===== src/rtl/arpc_pkg.sv =====
// arpc_pkg: shared types and constants for the age/reuse priority cache lookup
// no dependencies
`timescale 1ns / 1ps
package arpc_pkg;
  localparam int TAG_W = 30;
  localparam int AGE_W = 3;
  localparam int CNT_W = 8;
  localparam int WAYS  = 4;
  localparam int WAY_W = 2;

  localparam logic [1:0] REG_OFFSET = 2'd0;
  localparam logic [1:0] REG_INDEX  = 2'd1;
  localparam logic [1:0] REG_PRIO   = 2'd2;

  typedef struct packed {
    logic start;
    logic clear;
    logic read;
    logic update;
  } arpc_cmd_t;

  typedef struct packed {
    logic clear_done;
  } arpc_stat_t;

  typedef struct packed {
    logic             valid;
    logic             reused;
    logic [AGE_W-1:0] age;
    logic [TAG_W-1:0] tag;
  } arpc_line_t;
endpackage


===== src/rtl/arpc_ctrl.sv =====
// arpc_ctrl: sequencer for clearing pass, read, update and result hand-off
// depends on arpc_pkg
`timescale 1ns / 1ps
module arpc_ctrl import arpc_pkg::*; (
  input  logic       clk,
  input  logic       rst,
  input  logic       in_valid,
  output logic       in_ready,
  output logic       out_valid,
  input  logic       out_ready,
  output arpc_cmd_t  cmd,
  input  arpc_stat_t stat
);
  localparam logic [2:0] S_CLR = 3'd0, S_IDLE = 3'd1, S_RD = 3'd2, S_UPD = 3'd3,
                         S_OUT = 3'd4;
  logic [2:0] state, state_next;

  always_comb begin
    cmd = '0;
    state_next = state;
    in_ready = 1'b0;
    out_valid = 1'b0;
    unique case (state)
      S_CLR: begin
        cmd.clear = 1'b1;
        if (stat.clear_done) state_next = S_IDLE;
      end
      S_IDLE: begin
        in_ready = 1'b1;
        cmd.start = in_valid;
        if (in_valid) state_next = S_RD;
      end
      S_RD: begin
        cmd.read = 1'b1;
        state_next = S_UPD;
      end
      S_UPD: begin
        cmd.update = 1'b1;
        state_next = S_OUT;
      end
      S_OUT: begin
        out_valid = 1'b1;
        if (out_ready) state_next = S_IDLE;
      end
      default: state_next = S_CLR;
    endcase
  end

  always_ff @(posedge clk) begin
    if (rst) state <= S_CLR;
    else state <= state_next;
  end

  a_no_both: assert property (@(posedge clk) disable iff (rst) !(in_ready && out_valid))
    else $error("input and output open together");
  a_start_rd: assert property (@(posedge clk) disable iff (rst) cmd.start |=> cmd.read)
    else $error("read did not follow start");
  a_rd_upd: assert property (@(posedge clk) disable iff (rst) cmd.read |=> cmd.update)
    else $error("update did not follow read");
  a_upd_out: assert property (@(posedge clk) disable iff (rst) cmd.update |=> out_valid)
    else $error("result not shown after update");
endmodule


===== config.mk =====
export PLATFORM = sky130hd
export DESIGN_NAME = arpc_ctrl
export DESIGN_NICKNAME = d
export VERILOG_FILES = /design/src/rtl/arpc_pkg.sv /design/src/rtl/arpc_ctrl.sv
export SDC_FILE = /design/constraint.sdc
export NUM_CORES = 1
export LEC_CHECK = 0
export ABC_AREA = 1
export BUFFER_PORTS_ARGS = -buffer_cell sky130_fd_sc_hd__buf_2
export CAP_MARGIN = 0
export CORE_AREA = 3 3 40 42
export CTS_BUF_LIST = sky130_fd_sc_hd__clkbuf_8
export CTS_CLUSTER_SIZE = 30
export DETAILED_ROUTE_END_ITERATION = 7
export DIE_AREA = 0 0 43 45
export PLACE_DENSITY_LB_ADDON = 0.1
export SETUP_SLACK_MARGIN = 0.2
export SLEW_MARGIN = 20
export SYNTH_ARGS = -nofsm -noshare
export SYNTH_HDL_FRONTEND = slang
export SYNTH_SLANG_ARGS = --single-unit

===== constraint.sdc =====
create_clock -name clk -period 0.8 [get_ports clk]
set_input_delay 0.16 -clock clk [delete_from_list [all_inputs] [get_ports clk]]
set_output_delay 0.16 -clock clk [all_outputs]
set_load 0.1 [all_outputs]

==> results.cfg, run 1 <==
[floorplan]
io_pins = 11
die_w_um = 43
die_area_sq_um = 1940
rows = 13
die_y_um = 45
start_util_pct = 16.2
core_sq_um = 1280

[final_layout]
reg.largest.list = state (3)
largest_reg_flops = 3
fin_nets = 57
regMostFlops = state
multi_input_area_sq_um = 146
ff_latch_area_sq_um = 66.3
area_growth_syn_to_layout_pct = 142
stdcell_area_sq_um = 503
utilization_pct = 39.1
final_cell_count_no_fill = 66
antenna_cells = 0
fillers = 154
drive_above_1_share_pct = 72.5

[cts]
cts_buffers = 3
cts_tree = built
hold_buffers = 0
cts-root-buf = clkbuf_8
clkTransAtPathRegs_ns = 0.03
cts_sinks = 3
insertion_delay_ns = 0.22
htreeDepth = 1
cts_buffer_depth = 2

[timing]
setup_viol = 9
worst_slack_ns = -0.465
hold_viol = 0
final.min_clock_period_ns = 1.26
slew_headroom_pct = 87.0
setup_tns_ns = -2.99
slew_violations = 0
fin_crit_sh_pct = 158
worstMarginPinSlew_ns = 0.195
fmax_mhz = 791
finClkSkew_ns = 0.00363
rsz0062_at_grt = true

[worst_setup_path]
critPathKind = reg2out
required_ns = 0.64
cp_max_fo = 3
end_kind = primary output
start_kind = flip-flop
arrival_ns = 1.10

[global_routing]
grt_use_total_pct = 8.39
grt_max_degree = 5
grt_pass1_wl_um = 1080
overflow = 0
grt_pass1_vias = 283
grt_antenna_before_repair = 0

[detailed_routing]
final_antenna_net_count = 0
dr.first_iter.drc_count = 4
avgRoutedWirePerCell_um = 9.32
viasPerCell = 4.02
drt-total-wl_um = 615
drtPass1Iterations = 2
vias = 265
drc = 0

[placed_design]
io_buffers = 10
dp_hpwl_um = 498
gp_congestion = 0.645
dpl-instance-area_sq_um = 447
dp.cells = 62

[synth]
yosysMostFrequentCell = inv_1
ys_async_sr_fraction_pct = 0
syn_area_sq_um = 208
yosysTopAreaCell = dfxtp_1
synth_fa_ha_area_share_pct = 0
synth-seq-cells = 3
syn_inst = 33
synth_top_family_by_area = simple AND/OR/NAND/NOR gates
ys_types = 12
synth_edf_count = 0
synth_common_cells = 9 x inv_1, 5 x nor2_1, 3 x dfxtp_1, 3 x nand2_1, 3 x nand3_1
yosys.area_share.simple_pct = 48.8
synth_xor_area_share_pct = 0
synth_top_area_share_pct = 28.9
yosysSeqAreaShare_pct = 28.9
synth_fp_nets = 38
yosysWarnings = 0
syn_avg_cell_area_sq_um = 6.29
synth.mux.area_fraction_pct = 0
synth_compound_area_share_pct = 2.41
yosys-top-cells-area = dfxtp_1 29%, inv_1 16%, nand3_2 9.6%
ys.flop_type = dfxtp_1

[power]
seqPwrFrac_pct = 14.0
combPwrFrac_pct = 53.1
total_power_w = 0.00132
internal_power_w = 0.000747
p_clk_share_pct = 32.9
netSwitchingFraction_pct = 43.4
max-vdd-ir-drop_uv = 1140
power_leakage_nw = 0.223
powerDensity_nw_per_um2 = 2630
power_switching_w = 0.000574

[flow_run]
maxCapViolCount = 0

[min_path]
min_path_type = in2reg

[status]
status = complete, but fails checks
violations = negative setup slack
==> cell families after synthesis <==
group	count (synthesis)
and+or+nand+nor	18
buffers and inverters	11
DFF	3
AOI/OAI and AO/OA	1
==> placed cells by master (no fill, tap or decap) <==
master      instances
inv_1               6
buf_12              6
nor2_4              4
buf_2               4
inv_2               3
clkinvlp_4          3
nand3_2             3
clkbuf_8            3
buf_4               3
nand3_1             2
nand2_1             2
nor2_1              2
dfxtp_2             2
nand2_4             1
nand2_2             1
nor2_2              1
nand3b_1            1
a21oi_1             1
nor3_2              1
buf_6               1
dfxtp_4             1
==> cell type report <==
type                       count  share of cell area, %
clock buffer                   3                   8.21
timing repair buffer          14                   34.6
clock inverter                 1                  0.746
inverter                      11                   10.4
sequential                     3                   13.2
tap                           15                   3.73
multi-input combinational     19                   29.1
==> power groups by stage <==
| stage | clock [W] | sequential [W] | combinational (W) |
|---|---|---|---|
| floorplan | 0 | 0.000185 | 0.000466 |
| global placement | 0 | 0.000185 | 0.000702 |
| detailed placement | 0 | 0.000186 | 0.000706 |
| CTS | 0.000447 | 0.000185 | 0.000708 |
| global route | 0.000456 | 0.000188 | 0.000739 |
| finish | 0.000434 | 0.000185 | 0.000701 |
==> critical path, stage by stage (launching register included) <==
cell,delay [ns]
dfxtp_4,0.35
nor2_4,0.16
nand2_4,0.09
nor2_4,0.10
buf_12,0.18
==> routing by layer <==
| layer | track usage [%] | vias up | share of wire (%) |
|---|---|---|---|
| li1 | - | 131 | - |
| met1 | 7.42 | 118 | 36 |
| met2 | 12.9 | 12 | 49 |
| met3 | 3.59 | 4 | 7.6 |
| met4 | 10.8 | 0 | 6.8 |
| met5 | 0 | - | 0 |
==> per-stage QoR <==
stage	hold slack, ns	setup slack, ns
global placement	0.352	-0.261
finish	0.128	-0.465
detailed placement	0.350	-0.267
global route	0.131	-0.521
CTS	0.125	-0.469
floorplan	0.219	-0.432
==> worst paths after layout <==
kind,from,to,slack (ns),cells past startpoint
max,state[2]$_SDFFE_PP0P_,cmd[3],-0.46,4
min,rst,state[1]$_SDFFE_PP0P_,0.13,2
max reg2reg,state[1]$_SDFFE_PP0P_,state[0]$_SDFFE_PP0P_,-0.17,6
min reg2reg,state[1]$_SDFFE_PP0P_,state[2]$_SDFFE_PP0P_,0.53,2
==> repair_timing <==
action / in CTS / in global routing
pin swaps: 3 / 0
gates resized for setup: 3 / 0
buffers inserted: 0 / 0
setup endpoints to repair: 9 / 9
No activity file was read; power rests on OpenSTA's default activity.
==> run 2: changes to the inputs <==
- CELL_PAD_IN_SITES_DETAIL_PLACEMENT: not set -> 1
- CELL_PAD_IN_SITES_GLOBAL_PLACEMENT: not set -> 1
- CORE_AREA: 3 3 40 42 -> 2 2 39 41
- DIE_AREA: 0 0 43 45 -> 0 0 41 43
==> results.cfg, run 2 (synthesis results as in run 1) <==
[final_layout]
reg.largest.list = state (3)
largest_reg_flops = 3
antenna_cells = 0
drive_above_1_share_pct = 70.0
utilization_pct = 35.3
area_growth_syn_to_layout_pct = 135
fin_nets = 56
regMostFlops = state
fillers = 169
final_cell_count_no_fill = 66
final_cell_mix = 6 x inv_1, 6 x buf_12, 4 x nor2_4, 4 x buf_2

[floorplan]
die_y_um = 43
die_area_sq_um = 1760
start_util_pct = 15.0
rows = 14
io_pins = 11
die_w_um = 41
core_sq_um = 1380

[power]
p_clk_share_pct = 32.8
max-vdd-ir-drop_uv = 822
netSwitchingFraction_pct = 43.3
seqPwrFrac_pct = 14.4
internal_power_w = 0.000732
combPwrFrac_pct = 52.8
power_switching_w = 0.000560
power_leakage_nw = 0.214
powerDensity_nw_per_um2 = 2650

[global_routing]
grt_max_degree = 5
grt_use_total_pct = 8.92
grt_pass1_wl_um = 1030
grt_antenna_before_repair = 0
overflow = 0
grt_pass1_vias = 273

[cts]
postCtsSetupBuffers = 0
cts_tree = built
hold_buffers = 0
htreeDepth = 1
cts_buffer_depth = 2
cts_buffers = 3
cts-root-buf = clkbuf_8
insertion_delay_ns = 0.21
clkTransAtPathRegs_ns = 0.03
cts_sinks = 3

[timing]
fin_crit_sh_pct = 159
worst_slack_ns = -0.472
slew_headroom_pct = 87.1
setup_viol = 9
finClkSkew_ns = 0.00288
worstMarginPinSlew_ns = 0.192
final.min_clock_period_ns = 1.27
fmax_mhz = 786
rsz0062_at_grt = true
hold_viol = 0
slew_violations = 0

[detailed_routing]
drc = 0
drtPass1Iterations = 2
avgRoutedWirePerCell_um = 9.17
drt-total-wl_um = 605
viasPerCell = 3.88
final_antenna_net_count = 0
dr.first_iter.drc_count = 2
vias = 256

[worst_setup_path]
critical_path.max_stage_delay_ns = 0.33
cp_max_fo = 4
critical_path.cell_chain = nor2_2, inv_2, nor2_4, buf_12
required_ns = 0.64
end_kind = primary output
start_kind = flip-flop
arrival_ns = 1.11
critPathKind = reg2out
slowest_stage = dfxtp_2

[placed_design]
gp_congestion = 0.752
dp.cells = 62
dp_hpwl_um = 528
io_buffers = 10

[status]
status = complete, but fails checks
violations = negative setup slack

[flow_run]
maxCapViolCount = 0

[min_path]
min_path_type = in2reg
## run 2: changes by cell type in the layout (fill, tap and decap cells not counted), sizes merged
cell / before / now
buf: 14 / 13
## run 2: layer usage
layer  wire length [um]  track usage, %  vias up
met2                342            14.4        9
met1                227            8.63      117
met3                 36            5.24        0
met4                  0            4.00        0
met5                  0               0        -
li1                   -               -      130
## run 2: area by class of cell
cell class	count	area (sq um)	share of cell area, %
clock buffer	3	41.3	8.46
sequential	3	66.3	13.6
inverter	11	52.6	10.8
clock inverter	1	3.75	0.769
multi-input combinational	19	141	29.0
timing repair buffer	13	163	33.3
tap	16	20.0	4.10
## run 2: timing repair
action / in CTS / in global routing
gates resized for setup: 1 / 0
setup endpoints to repair: 9 / 9
hold endpoints to repair: 0 / 0
pin swaps: 2 / 0
## run 2: worst max-delay path, delay by kind of cell (launching register included)
kind	cells	cell delay (ns)
DFF	1	0.33
and+or+nand+nor	2	0.29
buffers and inverters	2	0.28
## run 2: power by group through the flow
stage	combinational (W)	sequential (W)	clock, W
after CTS	0.000691	0.000186	0.000431
after floorplan	0.000466	0.000185	0
after global routing	0.000716	0.000189	0.000445
final	0.000683	0.000186	0.000424
after detailed placement	0.000691	0.000187	0
after global placement	0.000686	0.000187	0
## run 2: stage by stage
step	total power [W]	area (sq um)	hold slack, ns	worst slack [ns]	setup TNS (ns)
after floorplan	0.000650	258	0.219	-0.432	-2.34
after global placement	0.000873	440	0.352	-0.273	-1.84
after detailed placement	0.000879	440	0.348	-0.288	-1.94
after CTS	0.00131	488	0.130	-0.486	-3.19
after global routing	0.00135	488	0.132	-0.532	-3.65
final	0.00129	488	0.133	-0.472	-3.07
## run 2: worst paths after layout
check / from / end / slack, ns / cells after the start
worst min register to register: state[1]$_SDFFE_PP0P_ / state[2]$_SDFFE_PP0P_ / 0.54 / 2
worst min-delay path: rst / state[2]$_SDFFE_PP0P_ / 0.13 / 2
worst max register to register: state[2]$_SDFFE_PP0P_ / state[0]$_SDFFE_PP0P_ / -0.21 / 6
worst max-delay path: state[1]$_SDFFE_PP0P_ / cmd[2] / -0.47 / 4
==> run 3: changes to the inputs <==
- ABC_AREA: 1 -> not set
- BUFFER_PORTS_ARGS: -buffer_cell sky130_fd_sc_hd__buf_2 -> -buffer_cell sky130_fd_sc_hd__buf_4
==> results.cfg, run 3 <==
[status]
status = complete, but fails checks
violations = negative setup slack

[cts]
cts-root-buf = clkbuf_8
clkTransAtPathRegs_ns = 0.03
htreeDepth = 1
insertion_delay_ns = 0.22
cts_sinks = 3
cts_buffers = 3
cts_buffer_depth = 2
cts_tree = built
hold_buffers = 0

[final_layout]
ff_latch_area_sq_um = 71.3
antenna_cells = 0
largest_reg_flops = 3
fin_nets = 53
fillers = 154
regMostFlops = state
reg.largest.list = state (3)
drive_above_1_share_pct = 91.5
layout_commonest_cell = buf_4
area_growth_syn_to_layout_pct = 166
multi_input_area_sq_um = 204
stdcell_area_sq_um = 603
final_cell_mix = 10 x buf_4, 6 x buf_12, 6 x buf_6

[timing]
slew_headroom_pct = 86.8
worst_slack_ns = -0.490
fin_crit_sh_pct = 161
slew_violations = 0
fmax_mhz = 775
final.min_clock_period_ns = 1.29
finClkSkew_ns = 0.00281
setup_tns_ns = -3.27
worstMarginPinSlew_ns = 0.197
setup_viol = 9
hold_viol = 0
rsz0062_at_grt = true

[worst_setup_path]
end_kind = primary output
cp_max_fo = 6
reg2reg_from = state[1]$_SDFFE_PP0P_
start_kind = flip-flop
required_ns = 0.64
arrival_ns = 1.13
worstSetupStartpoint = state[2]$_SDFFE_PP0P_
ff2ff_path_depth = 6
critPathKind = reg2out

[global_routing]
grt_max_degree = 9
grt_pass1_vias = 288
grt_use_total_pct = 11.5
grt_pass1_wl_um = 1260
overflow = 0
grt_antenna_before_repair = 0

[floorplan]
die_y_um = 43
io_pins = 11
rows = 14
start_util_pct = 16.4
core_sq_um = 1380
die_w_um = 41
die_area_sq_um = 1760

[synth]
synth_fp_nets = 29
syn_area_sq_um = 226
synth-seq-cells = 3
yosysTopAreaCell = dfxtp_1
synth.mux.area_fraction_pct = 4.97
ys.flop_type = dfxtp_1
yosysWarnings = 0
ys_types = 17
synth_edf_count = 0
synth_xor_area_share_pct = 0
syn_avg_cell_area_sq_um = 9.44
synth_top_area_share_pct = 26.5
synth_common_cells = 3 x dfxtp_1, 3 x nor2_1, 3 x nor3_1
synth_fa_ha_area_share_pct = 0
yosys.area_share.simple_pct = 46.4
ys_async_sr_fraction_pct = 0
synth_compound_area_share_pct = 8.84
synth_top_family_by_area = simple AND/OR/NAND/NOR gates
syn_inst = 24
yosysSeqAreaShare_pct = 26.5
yosys-top-cells-area = dfxtp_1 27%, nor4b_4 10%, buf_6 9.9%

[min_path]
min_from = rst
min_path_type = in2reg
min_path_cells = 2

[power]
power_leakage_nw = 0.257
combPwrFrac_pct = 41.1
power_switching_w = 0.000358
powerDensity_nw_per_um2 = 1720
netSwitchingFraction_pct = 34.6
max-vdd-ir-drop_uv = 1290
internal_power_w = 0.000678
seqPwrFrac_pct = 17.4
p_clk_share_pct = 41.5

[detailed_routing]
final_antenna_net_count = 0
drtPass1Iterations = 2
dr.first_iter.drc_count = 1
drc = 0
viasPerCell = 4.17
avgRoutedWirePerCell_um = 11.8
drt-total-wl_um = 741
vias = 263

[placed_design]
dp_hpwl_um = 496
pre_cts_ws_ns = -0.382
dpl-instance-area_sq_um = 398
gp_congestion = 0.682
io_buffers = 10

[flow_run]
maxCapViolCount = 0
## run 3: changes by cell type after synthesis, sizes merged, moves of 3 or more
cell   previous run  this run
inv              11         0
nand3             5         0
nor2              7         3
buf               0         3
nand2             4         1
nor3              1         4
## run 3: final timing paths
check                           to  slack (ns)
max reg2reg  state[0]$_SDFFE_PP0P_       -0.40
min reg2reg  state[1]$_SDFFE_PP0P_        0.56
max                       in_ready       -0.49
min          state[0]$_SDFFE_PP0P_        0.13
## run 3: cell families (layout without fill, tap and decap cells)
group	after synthesis	after routing
AO/OA/AOI/OAI	3	3
buffers and inverters	3	26
flip-flops	3	3
multiplexers	1	1
AND/OR/NAND/NOR	14	14
## run 3: area by class of cell
cell class	count	area share, %
repair buffers	22	43.6
multi-input cells	18	33.8
flip-flops and latches	3	11.8
clock buffers	3	6.85
well taps	16	3.32
clock inverters	1	0.622
## run 3: worst max-delay path: stages, from the launching register on
cell     delay [ns]
dfxtp_4        0.36
buf_6          0.13
nor3b_4        0.22
buf_12         0.20
## run 3: timing repair
action                                  CTS  global route
endpoints found under the setup margin    9             9
gates resized for setup                  27             8
buffers inserted                          2             2
pin swaps                                 5             4
## run 3: metal layers
metal	share of wire, %	up-vias	global-route usage, %
met5	0	-	0
met4	2.8	0	10.0
met3	3.5	2	3.14
met2	55	9	16.6
met1	38	123	13.1
li1	-	129	-
## run 3: power by group through the flow
| stage | clock (W) | sequential [W] | combinational, W |
|---|---|---|---|
| after floorplan | 0 | 0.000166 | 0.000265 |
| final | 0.000430 | 0.000180 | 0.000426 |
| after detailed placement | 0 | 0.000181 | 0.000325 |
| after global routing | 0.000461 | 0.000184 | 0.000444 |
| after global placement | 0 | 0.000181 | 0.000322 |
| after CTS | 0.000440 | 0.000182 | 0.000407 |
## run 3: metrics by stage
step,util (%),total power [W],hold WS (ns),instances
after CTS,40.3,0.00103,0.118,61
after global placement,28.8,0.000503,0.342,55
final,43.6,0.00104,0.125,63
after global routing,43.6,0.00109,0.129,63
after detailed placement,28.8,0.000506,0.347,55
after floorplan,-,0.000432,0.222,24
